--- config.mk ---
export PLATFORM = sky130hd
export DESIGN_NAME = bpa_front_flat
export DESIGN_NICKNAME = d
export VERILOG_FILES = /design/src/rtl/bpa_pkg.sv /design/src/rtl/bpa_if.sv /design/src/rtl/bpa_front.sv /design/src/flat_wrapper.sv
export SDC_FILE = /design/constraint.sdc
export NUM_CORES = 1
export LEC_CHECK = 0
export BUFFER_PORTS_ARGS = -buffer_cell sky130_fd_sc_hd__buf_4
export CORE_UTILIZATION = 25
export DETAILED_ROUTE_END_ITERATION = 16
export GPL_TIMING_DRIVEN = 0
export PLACE_DENSITY = 0.51
export SYNTH_ARGS = -nofsm -noshare
export SYNTH_HDL_FRONTEND = slang
export SYNTH_SLANG_ARGS = --single-unit
--- constraint.sdc ---
create_clock -name clk -period 1.7 [get_ports clk]
set_input_delay 0.085 -clock clk [delete_from_list [all_inputs] [get_ports clk]]
set_output_delay 0.085 -clock clk [all_outputs]
set_load 0.02 [all_outputs]
--- src/rtl/bpa_pkg.sv ---
// ----------------------------------------------------------------------------
// bpa_pkg: shared types and constants for the bitmap page allocator
// Holds the command codes, widths and the command record type.
// ----------------------------------------------------------------------------
package bpa_pkg;

  localparam int PAGE_COUNT = 65536;
  localparam int WORD_BITS  = 64;
  localparam int WORD_COUNT = (PAGE_COUNT + WORD_BITS - 1) / WORD_BITS;
  localparam int WADDR_W    = (WORD_COUNT > 1) ? $clog2(WORD_COUNT) : 1;
  localparam int PNUM_W     = ($clog2(PAGE_COUNT) + 1 > 17) ? $clog2(PAGE_COUNT) + 1 : 17;
  localparam int BIT_W      = 6;
  localparam logic [16:0] FREE_MAX = 17'h1FFFF;

  typedef enum logic [1:0] {
    CMD_ALLOC_ONE = 2'd0,
    CMD_ALLOC_RUN = 2'd1,
    CMD_FREE_ONE  = 2'd2,
    CMD_FREE_RUN  = 2'd3
  } cmd_t;

  typedef struct packed {
    cmd_t        command;
    logic [15:0] page;
    logic [16:0] count;
  } req_t;

  typedef enum logic [2:0] {
    ST_CLEAR,
    ST_IDLE,
    ST_READ,
    ST_LOAD,
    ST_SCAN,
    ST_WRITE,
    ST_DONE
  } state_t;

endpackage

--- src/rtl/bpa_if.sv ---
// ----------------------------------------------------------------------------
// bpa_req_if / bpa_rsp_if / bpa_cfg_if: valid-ready channels
// One beat moves when valid and ready are both high.
// ----------------------------------------------------------------------------
interface bpa_req_if (input logic clk);
  logic        valid;
  logic        ready;
  logic [1:0]  command;
  logic [15:0] page;
  logic [16:0] count;
  modport source (output valid, command, page, count, input ready);
  modport sink   (input valid, command, page, count, output ready);
endinterface


--- src/rtl/bpa_front.sv ---
// ----------------------------------------------------------------------------
// bpa_front: command intake queue
// Accepts command beats and holds up to two commands so intake and
// execution stall independently.
// ----------------------------------------------------------------------------
module bpa_front (
  input  logic           clk,
  input  logic           rst,
  bpa_req_if.sink        req,
  output bpa_pkg::req_t  q_data,
  output logic           q_valid,
  input  logic           q_pop
);
  import bpa_pkg::*;

  req_t       slot [2];
  logic       rd_ptr;
  logic       wr_ptr;
  logic [1:0] fill;
  logic       push;

  assign req.ready = (fill != 2'd2);
  assign push      = req.valid && req.ready;
  assign q_valid   = (fill != 2'd0);
  assign q_data    = slot[rd_ptr];

  // store incoming beat
  always_ff @(posedge clk) begin
    if (push) begin
      slot[wr_ptr] <= '{command: cmd_t'(req.command), page: req.page, count: req.count};
    end
  end

  // advance pointers and fill level
  always_ff @(posedge clk) begin
    if (rst) begin
      rd_ptr <= 1'b0;
      wr_ptr <= 1'b0;
      fill   <= 2'd0;
    end else begin
      if (push) wr_ptr <= ~wr_ptr;
      if (q_pop) rd_ptr <= ~rd_ptr;
      fill <= fill + {1'b0, push} - {1'b0, q_pop};
    end
  end

endmodule

--- src/flat_wrapper.sv ---
// flat-port wrapper written by rule: the top's interface ports become plain ports
module bpa_front_flat import bpa_pkg::*;
  (clk, rst, q_data, q_valid, q_pop, req_valid, req_command, req_page, req_count, req_ready);
  bpa_req_if req_i (.clk(clk));
  input  logic clk;
  input  logic rst;
  output bpa_pkg::req_t q_data;
  output logic q_valid;
  input  logic q_pop;
  input wire logic [$bits(req_i.valid)-1:0] req_valid;
  input wire logic [$bits(req_i.command)-1:0] req_command;
  input wire logic [$bits(req_i.page)-1:0] req_page;
  input wire logic [$bits(req_i.count)-1:0] req_count;
  output wire logic [$bits(req_i.ready)-1:0] req_ready;
  assign req_i.valid = req_valid;
  assign req_i.command = req_command;
  assign req_i.page = req_page;
  assign req_i.count = req_count;
  assign req_ready = req_i.ready;
  bpa_front u_core (.clk(clk), .rst(rst), .req(req_i), .q_data(q_data), .q_valid(q_valid), .q_pop(q_pop));
endmodule
==> reports/qor.csv <==
stage;metric;value;unit
timing;clock_skew;0.01347;ns
timing;relSlewSlack;0.6523;
clock_tree;clk_latency;0.34;ns
timing;worstMarginPinSlew;0.5216;ns
clock_tree;root_buffer;clkbuf_8;
drt;num_vias;1606;
worst_setup_path;ff2ff_path_depth;5;
yosys;synth_seq_cells;75;
worst_setup_path;worstPathArrival;1.51;ns
worst_setup_path;crit_chain;buf_4 -> buf_6 -> mux2_2 -> buf_4;
global_route;antenna_found_initial;0;
placed_design;placed_cells;346;
cells_and_area;drive_above_1_share;0.5131;
timing;drv_slew;0;
floorplanning;chipWidth;107.0;µm
yosys;syn_avg_cell_area;20.40;µm²
worst_setup_path;crit_type;flop to output pin;
global_route;grt_pass1_vias;1608;
global_route;grt_max_degree;36;
clock_tree;cts.sinks;75;
clock_tree;cts_tree;done;
clock_tree;path_clk_slew;0.08;ns
clock_tree;numCtsBuffers;9;
yosys;syn_area;0.002754;mm²
drt;drt_iter0_drc;66;
cells_and_area;layout_commonest_cell;buf_4;
clock_tree;cts_buffer_depth;2;
run_status;outcome;completed;
power_and_ir_drop;power_density;1063;mW/mm²
drt;routedWlPerCell;13.10;µm
yosys;synth_area_leaders;edfxtp_1 76%, mux2_2 14%, dfxtp_1 3.6%;
worst_setup_path;worstSetupEndpointType;output pin;
worst_setup_path;cp_slowest_stage_delay;0.35;ns
timing;rsz0062_at_grt;no;
cells_and_area;antenna_cells;0;
worst_setup_path;cp_max_fo;10;
drt;wirelength;5278;µm
yosys;synth_top_area_share;0.7633;
floorplanning;initial_core_util;0.2621;
job;max_cap_violations;0;
yosys;synth_warnings;0;
placed_design;portBuffers;75;
floorplanning;die_y;107.0;µm
worst_setup_path;start_kind;flop;
global_route;track_usage;0.09628;
floorplanning;io_pins;76;
yosys;synth_area_leader_cell;edfxtp_1;
worst_setup_path;crit_top_cell;buf_4;
min_path;hold_depth;3;
yosys;synth_cells;135;
cells_and_area;fin_cells;403;
drt;drc;0;
power_and_ir_drop;p_leak;1.528;nW
power_and_ir_drop;total_power;4.384;mW
timing;finalHoldViolCount;0;
clock_tree;cts_max_level;3;
drt;drtAntennaViolNets;0;
worst_setup_path;slowest_stage;mux2_2;
worst_setup_path;rrSetupSlack;0.12;ns
timing;max_freq;625.6;MHz
yosys;ys_seq_area_frac;0.7996;
power_and_ir_drop;ir_worst_vdd;0.0003365;V
floorplanning;coreArea;0.01051;mm²
yosys;synth_cell_types;21;
min_path;hold_class;input port to flop;
placed_design;gp_congestion;0.6869;
drt;routed_via_density;3.985;
placed_design;detailed_place_hpwl;3046;µm
timing;finalCritPeriodShare;0.9402;
global_route;gr-total-overflow;0;
drt;dr.pass1.iters;4;
cells_and_area;fin_nets;302;
cells_and_area;area_delta_synth_final;49.80;%
cells_and_area;final_cell_mix;78 x buf_4, 70 x edfxtp_1, 37 x dlygate4sd3_1;
worst_setup_path;cp_data_required_time;1.62;ns
timing;setup_viol;0;
floorplanning;die_area;0.01144;mm²
yosys;synth_fp_nets;175;
floorplanning;num_rows;37;
global_route;grt_pass1_wl;7893;µm
timing;period_needed;1.598;ns
[flip-flops by register name, indices dropped and copies added, names as in the netlist, named ones only]
register / count
u_core.rd_ptr: 1
u_core.slot: 70
u_core.wr_ptr: 1
u_core.fill: 2
[area by class of cell]
type,instances,area (µm²)
Buffer,4,41.29
Clock buffer,9,123.9
Clock inverter,7,68.82
Fill cell,994,6384
Inverter,2,11.26
Multi-Input combinational cell,54,531.8
Sequential cell,75,2202
Tap cell,136,170.2
Timing Repair Buffer,115,968.4
Timing Repair inverter,1,7.507
[through the flow]
stage	utilization	setup TNS (ns)	instance area, µm²	worst slack, ns	hold WS, ns
after floorplan	-	0	2761	0.06878	0.1541
after global placement	0.3325	-14.34	3495	-0.3150	0.2696
after detailed placement	0.3325	-14.85	3495	-0.3266	0.2726
after CTS	0.3918	0	4118	0.003034	0.02274
after global routing	0.3925	0	4125	0.00005107	0.02672
final	0.3925	0	4125	0.1016	0.04906
[power by group]
group	internal, mW	switching [mW]	total (mW)
clock	0.670	0.657	1.33
combinational	0.427	0.413	0.841
sequential	2.18	0.0329	2.22
total	3.28	1.10	4.38
[path summary, 6_finish.rpt]
check,startpoint,end
setup / recovery,flop,q_data[9]
hold / removal,req_valid,u_core.fill[0]$_SDFF_PP0_
setup reg to reg,u_core.fill[0]$_SDFF_PP0_,u_core.fill[1]$_SDFF_PP0_
hold reg to reg,u_core.rd_ptr$_SDFFE_PP0P_,u_core.rd_ptr$_SDFFE_PP0P_
[critical path, delay by kind of cell, from the launching register on]
family                 cells  cell delay (ns)
DFF                        1             0.31
buffers and inverters      3             0.51
muxes                      1             0.35
[Yosys cell counts]
master	n
nand2b_1	1
a21o_1	1
nor2b_1	1
and2b_1	1
mux2_1	1
nand3b_1	1
nor2_1	3
edfxtp_1	70
mux2i_1	1
buf_2	4
nand2_1	1
a21bo_2	1
ha_1	1
a21oi_1	2
or2_2	1
and3_1	1
xnor2_1	1
dfxtp_1	5
nand3_1	1
mux2_2	35
inv_1	2
[what timing repair did]
item / 4_1_cts / 5_1_grt
buffers inserted: 3 / 0
setup endpoints to repair: 100 / 20
endpoints found under the hold margin: 74 / 0
hold buffers: 37 / 0
resized for setup: 7 / 2
gates cloned: 1 / 0
[metal layers]
layer,vias to the layer above,global-route usage,wire length [µm]
li1,773,-,-
met1,776,0.1165,2436
met2,46,0.1516,2509
met3,11,0.02553,210
met4,0,0.06164,122
met5,-,0,0
[cells by family (layout without fill, tap and decap cells)]
logic type      Yosys count  after routing  synth area share
fa+ha+maj                 1              1          0.004543
buf+inv                   6            138          0.009997
flops                    75             75            0.7996
xor+xnor                  1              1          0.003181
simple gates             11             11           0.02181
compound gates            4              4          0.009997
mux                      37             37            0.1508
(Power assumes the default switching activity.)
